### src/oafs_pkg.sv
// ----------------------------------------------------------------------------
// Overlay alpha fade sequencer package
// Shared sizes, codes and the queue entry layout of the fade sequencer.
// ----------------------------------------------------------------------------
`default_nettype none

package oafs_pkg;

	localparam int QUEUE_DEPTH   = 8;
	localparam int OVERLAY_COUNT = 3;
	localparam int PROFILE_COUNT = 8;

	localparam int PROFILE_REGS  = 8;
	localparam int PROFILE_W     = 26;
	localparam int CFG_INDEX_W   = $clog2(PROFILE_REGS);

	localparam int CNT_W  = $clog2(QUEUE_DEPTH + 1);
	localparam int HEAD_W = (QUEUE_DEPTH > 1) ? $clog2(QUEUE_DEPTH) : 1;
	localparam int OVL_W  = (OVERLAY_COUNT > 1) ? $clog2(OVERLAY_COUNT) : 1;

	localparam logic [PROFILE_W-1:0] PROFILE_RESET = 26'h3000000;

	typedef enum logic {
		KIND_REQUEST = 1'b0,
		KIND_TICK    = 1'b1
	} kind_t;

	typedef enum logic [1:0] {
		ST_APPLIED = 2'd0,
		ST_UNKNOWN = 2'd1,
		ST_FULL    = 2'd2
	} status_t;

	typedef enum logic [1:0] {
		PH_IDLE = 2'd0,
		PH_RUN  = 2'd1,
		PH_DONE = 2'd2
	} phase_t;

	typedef struct packed {
		logic [2:0] pidx;
		phase_t     phase;
		logic [7:0] alpha;
	} entry_t;

endpackage

`default_nettype wire

### src/overlay_alpha_fade_sequencer_core.sv
// ----------------------------------------------------------------------------
// Overlay alpha fade sequencer core
// Per-overlay request queues stepping an alpha value towards a profile's end.
// ----------------------------------------------------------------------------
// One word is taken every cycle while the output side keeps up. A word is
// held in an input register, then the queue head or tail of its overlay is
// read, updated and written back, and any result lands in the output
// register. The read-modify-write of the queue state is combinational and
// is written back as the word leaves the input register, which sets
// this rate; a stalled output holds the input register, and the input
// side stalls only when both are full. Profile writes are taken at any
// time and are meant for when the block is idle.
`default_nettype none

module overlay_alpha_fade_sequencer_core (
	input  wire logic        clk,
	input  wire logic        arst_n,
	input  wire logic        s_tvalid,
	output      logic        s_tready,
	input  wire logic [7:0]  s_tdata,   // profile_index[2:0], overlay_index[4:3]
	input  wire logic        s_tuser,   // kind[0]
	output      logic        m_tvalid,
	input  wire logic        m_tready,
	output      logic [15:0] m_tdata,   // overlay[1:0], alpha[9:2]
	output      logic [1:0]  m_tuser,   // status[1:0]
	input  wire logic        cfg_valid,
	output      logic        cfg_ready,
	input  wire logic [oafs_pkg::CFG_INDEX_W-1:0] cfg_index,
	input  wire logic [oafs_pkg::PROFILE_W-1:0]   cfg_data
);

	logic [oafs_pkg::PROFILE_W-1:0] profile_q [oafs_pkg::PROFILE_REGS];

	logic                valid_s1;
	oafs_pkg::kind_t     kind_s1;
	logic [2:0]          pidx_s1;
	logic [1:0]          ovl_s1;

	logic [oafs_pkg::CNT_W-1:0]  count_q [oafs_pkg::OVERLAY_COUNT];
	logic [oafs_pkg::HEAD_W-1:0] head_q  [oafs_pkg::OVERLAY_COUNT];
	oafs_pkg::entry_t entry_q [oafs_pkg::OVERLAY_COUNT][oafs_pkg::QUEUE_DEPTH];

	logic                out_valid_q;
	logic [1:0]          out_ovl_q;
	logic [7:0]          out_alpha_q;
	oafs_pkg::status_t   out_status_q;

	logic                        fire_s1;
	logic [oafs_pkg::PROFILE_W-1:0] req_prof;
	logic [1:0]                  q_ovl;
	logic                        ovl_ok;
	logic [oafs_pkg::OVL_W-1:0]  ovl_sel;
	logic [oafs_pkg::CNT_W-1:0]  cnt;
	logic [oafs_pkg::HEAD_W-1:0] head;
	logic [oafs_pkg::CNT_W:0]    tail_sum;
	logic [oafs_pkg::HEAD_W-1:0] wr_slot;
	oafs_pkg::entry_t            head_e;
	oafs_pkg::entry_t            wr_e;
	logic [oafs_pkg::PROFILE_W-1:0] tick_prof;
	logic [7:0]                  p_start;
	logic [7:0]                  p_end;
	logic [7:0]                  p_step;
	logic                        push;
	logic                        pop;
	logic                        wr_en;
	logic                        res_valid;
	logic [1:0]                  res_ovl;
	logic [7:0]                  res_alpha;
	oafs_pkg::status_t           res_status;

	assign cfg_ready = 1'b1;
	assign fire_s1   = valid_s1 && (!out_valid_q || m_tready);
	assign s_tready  = !valid_s1 || fire_s1;
	assign m_tvalid  = out_valid_q;
	assign m_tdata   = {6'b0, out_alpha_q, out_ovl_q};
	assign m_tuser   = out_status_q;

	always_ff @(posedge clk or negedge arst_n) begin
		if (!arst_n) begin
			for (int i = 0; i < oafs_pkg::PROFILE_REGS; i++) begin
				profile_q[i] <= oafs_pkg::PROFILE_RESET;
			end
		end else if (cfg_valid && cfg_ready) begin
			profile_q[cfg_index] <= cfg_data;
		end
	end

	always_ff @(posedge clk or negedge arst_n) begin
		if (!arst_n) begin
			valid_s1 <= 1'b0;
		end else if (s_tready) begin
			valid_s1 <= s_tvalid;
		end
	end

	always_ff @(posedge clk) begin
		if (s_tvalid && s_tready) begin
			kind_s1 <= oafs_pkg::kind_t'(s_tuser);
			pidx_s1 <= s_tdata[2:0];
			ovl_s1  <= s_tdata[4:3];
		end
	end

	always_comb begin
		req_prof = profile_q[pidx_s1];
		q_ovl    = (kind_s1 == oafs_pkg::KIND_TICK) ? ovl_s1 : req_prof[25:24];
		ovl_ok   = {1'b0, q_ovl} < 3'(oafs_pkg::OVERLAY_COUNT);
		ovl_sel  = q_ovl[oafs_pkg::OVL_W-1:0];
		cnt      = '0;
		head     = '0;
		if (ovl_ok) begin
			cnt  = count_q[ovl_sel];
			head = head_q[ovl_sel];
		end
		tail_sum = (oafs_pkg::CNT_W+1)'(head) + (oafs_pkg::CNT_W+1)'(cnt);
		if (tail_sum >= (oafs_pkg::CNT_W+1)'(oafs_pkg::QUEUE_DEPTH)) begin
			tail_sum = tail_sum - (oafs_pkg::CNT_W+1)'(oafs_pkg::QUEUE_DEPTH);
		end
		head_e    = entry_q[ovl_sel][head];
		tick_prof = profile_q[head_e.pidx];
		p_start   = tick_prof[23:16];
		p_end     = tick_prof[15:8];
		p_step    = (tick_prof[7:0] == 8'd0) ? 8'd1 : tick_prof[7:0];

		push       = 1'b0;
		pop        = 1'b0;
		wr_en      = 1'b0;
		wr_slot    = head;
		wr_e       = head_e;
		res_valid  = 1'b0;
		res_ovl    = '0;
		res_alpha  = '0;
		res_status = oafs_pkg::ST_APPLIED;

		if (kind_s1 == oafs_pkg::KIND_REQUEST) begin
			if (4'(pidx_s1) >= 4'(oafs_pkg::PROFILE_COUNT) || !ovl_ok) begin
				res_valid  = 1'b1;
				res_status = oafs_pkg::ST_UNKNOWN;
			end else if (cnt >= oafs_pkg::CNT_W'(oafs_pkg::QUEUE_DEPTH)) begin
				res_valid  = 1'b1;
				res_ovl    = q_ovl;
				res_status = oafs_pkg::ST_FULL;
			end else begin
				push       = 1'b1;
				wr_en      = 1'b1;
				wr_slot    = tail_sum[oafs_pkg::HEAD_W-1:0];
				wr_e.pidx  = pidx_s1;
				wr_e.phase = oafs_pkg::PH_IDLE;
				wr_e.alpha = req_prof[23:16];
			end
		end else if (ovl_ok && cnt != '0) begin
			case (head_e.phase)
				oafs_pkg::PH_IDLE: begin
					wr_e.phase = (p_start == p_end) ? oafs_pkg::PH_DONE : oafs_pkg::PH_RUN;
				end
				oafs_pkg::PH_RUN: begin
					if (p_start > p_end) begin
						if ({1'b0, head_e.alpha} > {1'b0, p_end} + {1'b0, p_step}) begin
							wr_e.alpha = head_e.alpha - p_step;
						end else begin
							wr_e.alpha = p_end;
							wr_e.phase = oafs_pkg::PH_DONE;
						end
					end else if (p_start < p_end) begin
						if ({1'b0, head_e.alpha} + {1'b0, p_step} < {1'b0, p_end}) begin
							wr_e.alpha = head_e.alpha + p_step;
						end else begin
							wr_e.alpha = p_end;
							wr_e.phase = oafs_pkg::PH_DONE;
						end
					end else begin
						wr_e.alpha = p_end;
						wr_e.phase = oafs_pkg::PH_DONE;
					end
				end
				default: begin
					pop = 1'b1;
				end
			endcase
			if (!pop) begin
				wr_en     = 1'b1;
				res_valid = 1'b1;
				res_ovl   = q_ovl;
				res_alpha = wr_e.alpha;
			end
		end
	end

	always_ff @(posedge clk or negedge arst_n) begin
		if (!arst_n) begin
			for (int i = 0; i < oafs_pkg::OVERLAY_COUNT; i++) begin
				count_q[i] <= '0;
				head_q[i]  <= '0;
			end
		end else if (fire_s1) begin
			if (push) begin
				count_q[ovl_sel] <= cnt + 1'b1;
			end else if (pop) begin
				count_q[ovl_sel] <= cnt - 1'b1;
				head_q[ovl_sel]  <= (head == oafs_pkg::HEAD_W'(oafs_pkg::QUEUE_DEPTH - 1)) ?
					'0 : head + 1'b1;
			end
		end
	end

	always_ff @(posedge clk) begin
		if (fire_s1 && wr_en) begin
			entry_q[ovl_sel][wr_slot] <= wr_e;
		end
	end

	always_ff @(posedge clk or negedge arst_n) begin
		if (!arst_n) begin
			out_valid_q <= 1'b0;
		end else if (fire_s1 && res_valid) begin
			out_valid_q <= 1'b1;
		end else if (m_tready) begin
			out_valid_q <= 1'b0;
		end
	end

	always_ff @(posedge clk) begin
		if (fire_s1 && res_valid) begin
			out_ovl_q    <= res_ovl;
			out_alpha_q  <= res_alpha;
			out_status_q <= res_status;
		end
	end

	a_count_bound: assert property (@(posedge clk) disable iff (!arst_n)
		count_q[0] <= oafs_pkg::CNT_W'(oafs_pkg::QUEUE_DEPTH))
		else $error("queue count beyond depth");

	a_push_count: assert property (@(posedge clk) disable iff (!arst_n)
		fire_s1 && push |=>
		count_q[$past(ovl_sel)] == oafs_pkg::CNT_W'($past(cnt) + 1'b1))
		else $error("accepted request not counted");

	a_unknown_zero: assert property (@(posedge clk) disable iff (!arst_n)
		m_tvalid && m_tuser == oafs_pkg::ST_UNKNOWN |-> m_tdata == 16'd0)
		else $error("unknown profile result carries data");

	a_applied_ovl: assert property (@(posedge clk) disable iff (!arst_n)
		m_tvalid && m_tuser == oafs_pkg::ST_APPLIED |->
		{1'b0, m_tdata[1:0]} < 3'(oafs_pkg::OVERLAY_COUNT))
		else $error("alpha result for missing overlay");

endmodule

`default_nettype wire
### config.mk
export PLATFORM = sky130hd
export DESIGN_NAME = overlay_alpha_fade_sequencer_core
export DESIGN_NICKNAME = d
export VERILOG_FILES = /design/src/oafs_pkg.sv /design/src/overlay_alpha_fade_sequencer_core.sv
export SDC_FILE = /design/constraint.sdc
export NUM_CORES = 1
export LEC_CHECK = 0
export BUFFER_PORTS_ARGS = -buffer_cell sky130_fd_sc_hd__buf_2
export CAP_MARGIN = 15
export CORE_MARGIN = 1
export CORE_UTILIZATION = 45
export DETAILED_ROUTE_END_ITERATION = 12
export PLACE_DENSITY = 0.64
export SYNTH_ARGS = -nofsm -noshare
export SYNTH_HDL_FRONTEND = slang
export SYNTH_SLANG_ARGS = --single-unit
### constraint.sdc
create_clock -name clk -period 7.7 [get_ports clk]
set_input_delay 0.77 -clock clk [delete_from_list [all_inputs] [get_ports clk]]
set_output_delay 0.77 -clock clk [all_outputs]
set_load 0.1 [all_outputs]
==> summary.md <==
| Metric | Value |
|---|---|
| H-tree level count | 2 |
| CTS sink count | 561 |
| FP Rows | 90 |
| Die height | between 200 and 250 µm |
| Final hold violation count | 0 |
| Final std cells w/o fill | about 3300 |
| IO Count | 64 |
| Core ar. | 0.06025 mm² |
| Distinct cells, synth | 100 |
| RSZ-0062 raised after global routing | true |
| Vias | 19149 |
| Clock skew | around 37 ps |
| Startpoint types | register |
| Clock insertion delay at the later pin of the skew report | ~650 ps |
| Via count of the first global-routing pass | around 19000 |
| Fmax | ~0.13 GHz |
| Slew headroom | between 20% and 30% |
| Cell count after synthesis | 2139 |
| Gpl congestion | 0.8959 |
| Post-DP HPWL | 47910 µm |
| # nets final | 2547 |
| Initial DRC Count | ~1400 |
| Pre-Repair DR Iteration Count | 5 |
| Die area | 0.06181 mm² |
| Crit path time final | 7649 ps |
| Routed vias/inst | 5.824 |
| Outcome | finished clean |
| I/O Buffers | 53 |
| Max_cap viols | 0 |
| Initial core utilization | 45.43% |
| Synth top area share | 36.21% |
| Residual DRC | 0 |
| Most frequent cells in the layout | edfxtp_1, buf_4, mux2_2, nand2_1, dfrtp_1 |
| Worst slew pin tran | between 1000 and 1500 ps |
| Leading area contributor after synthesis | edfxtp_1 |
| Crit-path slowest cell | a222oi_1 |
| GR Overflow Total | 0 |
| Post-Syn Area | 0.02737 mm² |
| Post-synth top flop | edfxtp_1 |
| Register bit total from synthesis | ~560 |
| Clock transition at path regs | ~60 ps |
| Sequential area share after synthesis | 57.40% |
| FFs w/ async S/R, synth | 41.18% |
| Initial antenna violation count | 3 |
| Final setup viols | 0 |
| CTS tree | built |
| Pin count of the biggest net entering global routing | 128 |
| Setup CP Type | register to register |
| Setup crit end kind | register |
| DRT antenna net count | 0 |
| Post-synth EDFFs | 330 |
| Num CTS Buffers | between 60 and 70 |
| Post-Route WL | 75750 µm |
| Most used cell, CP | buf_6 |
| Placed Instances | between 3000 and 4000 |
| Worst endpoint data arrival time | 8040 ps |
| DP Area | ~0.030 mm² |
| Die W | about 250 µm |
| Hold Slack | a little under 200 ps |
| Share of layout cells above drive strength 1 | 37.76% |
| Worst Path Max Fanout | 6 |
| Largest cells by area after synthesis | edfxtp_1, dfrtp_1, mux2_2 |
| Final design instance area without fill | 0.03381 mm² |
| Hold crit path type | input pin to asynchronous set/reset pin |
| Period utilization | 99.34% |
| Critical path required time | a little over 8000 ps |
| Clock Path Buffers | 3 |
| Routed len/inst | 23.04 µm |
| First-pass GRT wire length | 114400 µm |
| Setup tns final | 0 ps |
| Critical Path Max Stage Delay | 410 ps |
| Final Max Slew Viols | 0 |
| Syn-to-layout area delta | 23.55% |
| Filler Cell Count | 4860 |
| Gr usage total | 24.08% |
| Root Driver | clkbuf_16 |
| Syn Area/Cell | approximately 13 µm² |
| Commonest non-fill, non-tap cell in the layout | edfxtp_1 |
| Synth warnings | 0 |
per-stage QoR:
step	worst slack, ps	utilization, %
3_3_place_gp	-455.0	49.91
2_1_floorplan	32.91	-
5_1_grt	-242.4	56.12
3_5_place_dp	-565.4	49.91
6_report	50.93	56.13
4_1_cts	0.2078	54.80
synthesized netlist by cell type (all sizes together) (60+ instances only):
| master | number |
|---|---|
| clkbuf | 64 |
| mux2i | 116 |
| dfrtp | 215 |
| mux2 | 268 |
| nand3 | 63 |
| nor2 | 122 |
| nand2 | 236 |
| buf | 67 |
| o211ai | 60 |
| a21oi | 68 |
| o21ai | 66 |
| edfxtp | 330 |
layer usage:
metal | vias to the layer above | global-route usage (%) | share of wire (%)
met5 | - | 0 | 0.037
met4 | 4 | 5.679 | 1.9
met3 | 107 | 2.952 | 5.9
met2 | 621 | 41.05 | 49
met1 | 9723 | 32.83 | 43
li1 | 8694 | - | -
area by class of cell:
cell class	instances	area, µm²	area share [%]
diodes	1	2.502	0.007401
clock buffers	79	1665	4.925
clock inverters	36	340.3	1.006
inverters	47	176.4	0.5217
multi-input cells	1414	11900	35.19
flip-flops and latches	561	15710	46.46
well taps	782	978.4	2.894
repair buffers	368	3042	8.995
worst max-delay path: cells and delay by family, from the launching register on:
kind | cells | cell delay (ps)
and+or+nand+nor | 8 | 1040
adders and majority gates | 2 | 410
AOI/OAI and AO/OA | 14 | 3380
DFF | 1 | 370
xor gates and xnor gates | 1 | 140
muxes | 2 | 610
buffers and inverters | 10 | 1410
cells by family after synthesis:
family / after synthesis / synth area share, %
AOI/OAI and AO/OA: 389 / 10.23
xor gates and xnor gates: 30 / 0.9600
adders and majority gates: 55 / 2.542
buffers and inverters: 178 / 3.136
DFF: 561 / 57.40
muxes: 406 / 17.24
other: 2 / 0.02744
and+or+nand+nor: 518 / 8.462
repair_timing:
item                                    4_1_cts  5_1_grt
pin swaps                                    49       47
endpoints found under the setup margin      248      248
resized for setup                            97      103
cloned                                        6        7
hold buffers                                  0        0
setup buffers                                44       25
final timing paths:
path | start | endpoint | slack [ps] | cells past startpoint
max | pidx_s1[2]$_DFFE_PP_ | entry_q[1][4]$_DFFE_PP_ | 50 | 37
min | arst_n | profile_q[144]$_DFFE_PN0P_ | 190 | 1
min reg2reg | profile_q[41]$_DFFE_PN0P_ | profile_q[41]$_DFFE_PN0P_ | 500 | 1
max reg2reg | pidx_s1[2]$_DFFE_PP_ | entry_q[1][4]$_DFFE_PP_ | 50 | 37
min in group clk | s_tdata[0] | pidx_s1[0]$_DFFE_PP_ | 320 | 1
max in group asynchronous | arst_n | valid_s1$_DFFE_PN0N_ | 6040 | 2
sequential cells by signal (all words and copies together), names as in the netlist, named ones only:
| register | flops |
|---|---|
| ovl_s1 | 2 |
| out_alpha_q | 8 |
| count_q | 9 |
| head_q | 9 |
| out_ovl_q | 2 |
| m_tvalid | 1 |
| profile_q | 208 |
| valid_s1 | 1 |
| pidx_s1 | 3 |
| kind_s1 | 1 |
| entry_q | 312 |
| m_tuser | 2 |
Power is not shown: default switching activity piles up to over one toggle a cycle in this logic, so the estimate is an artifact.
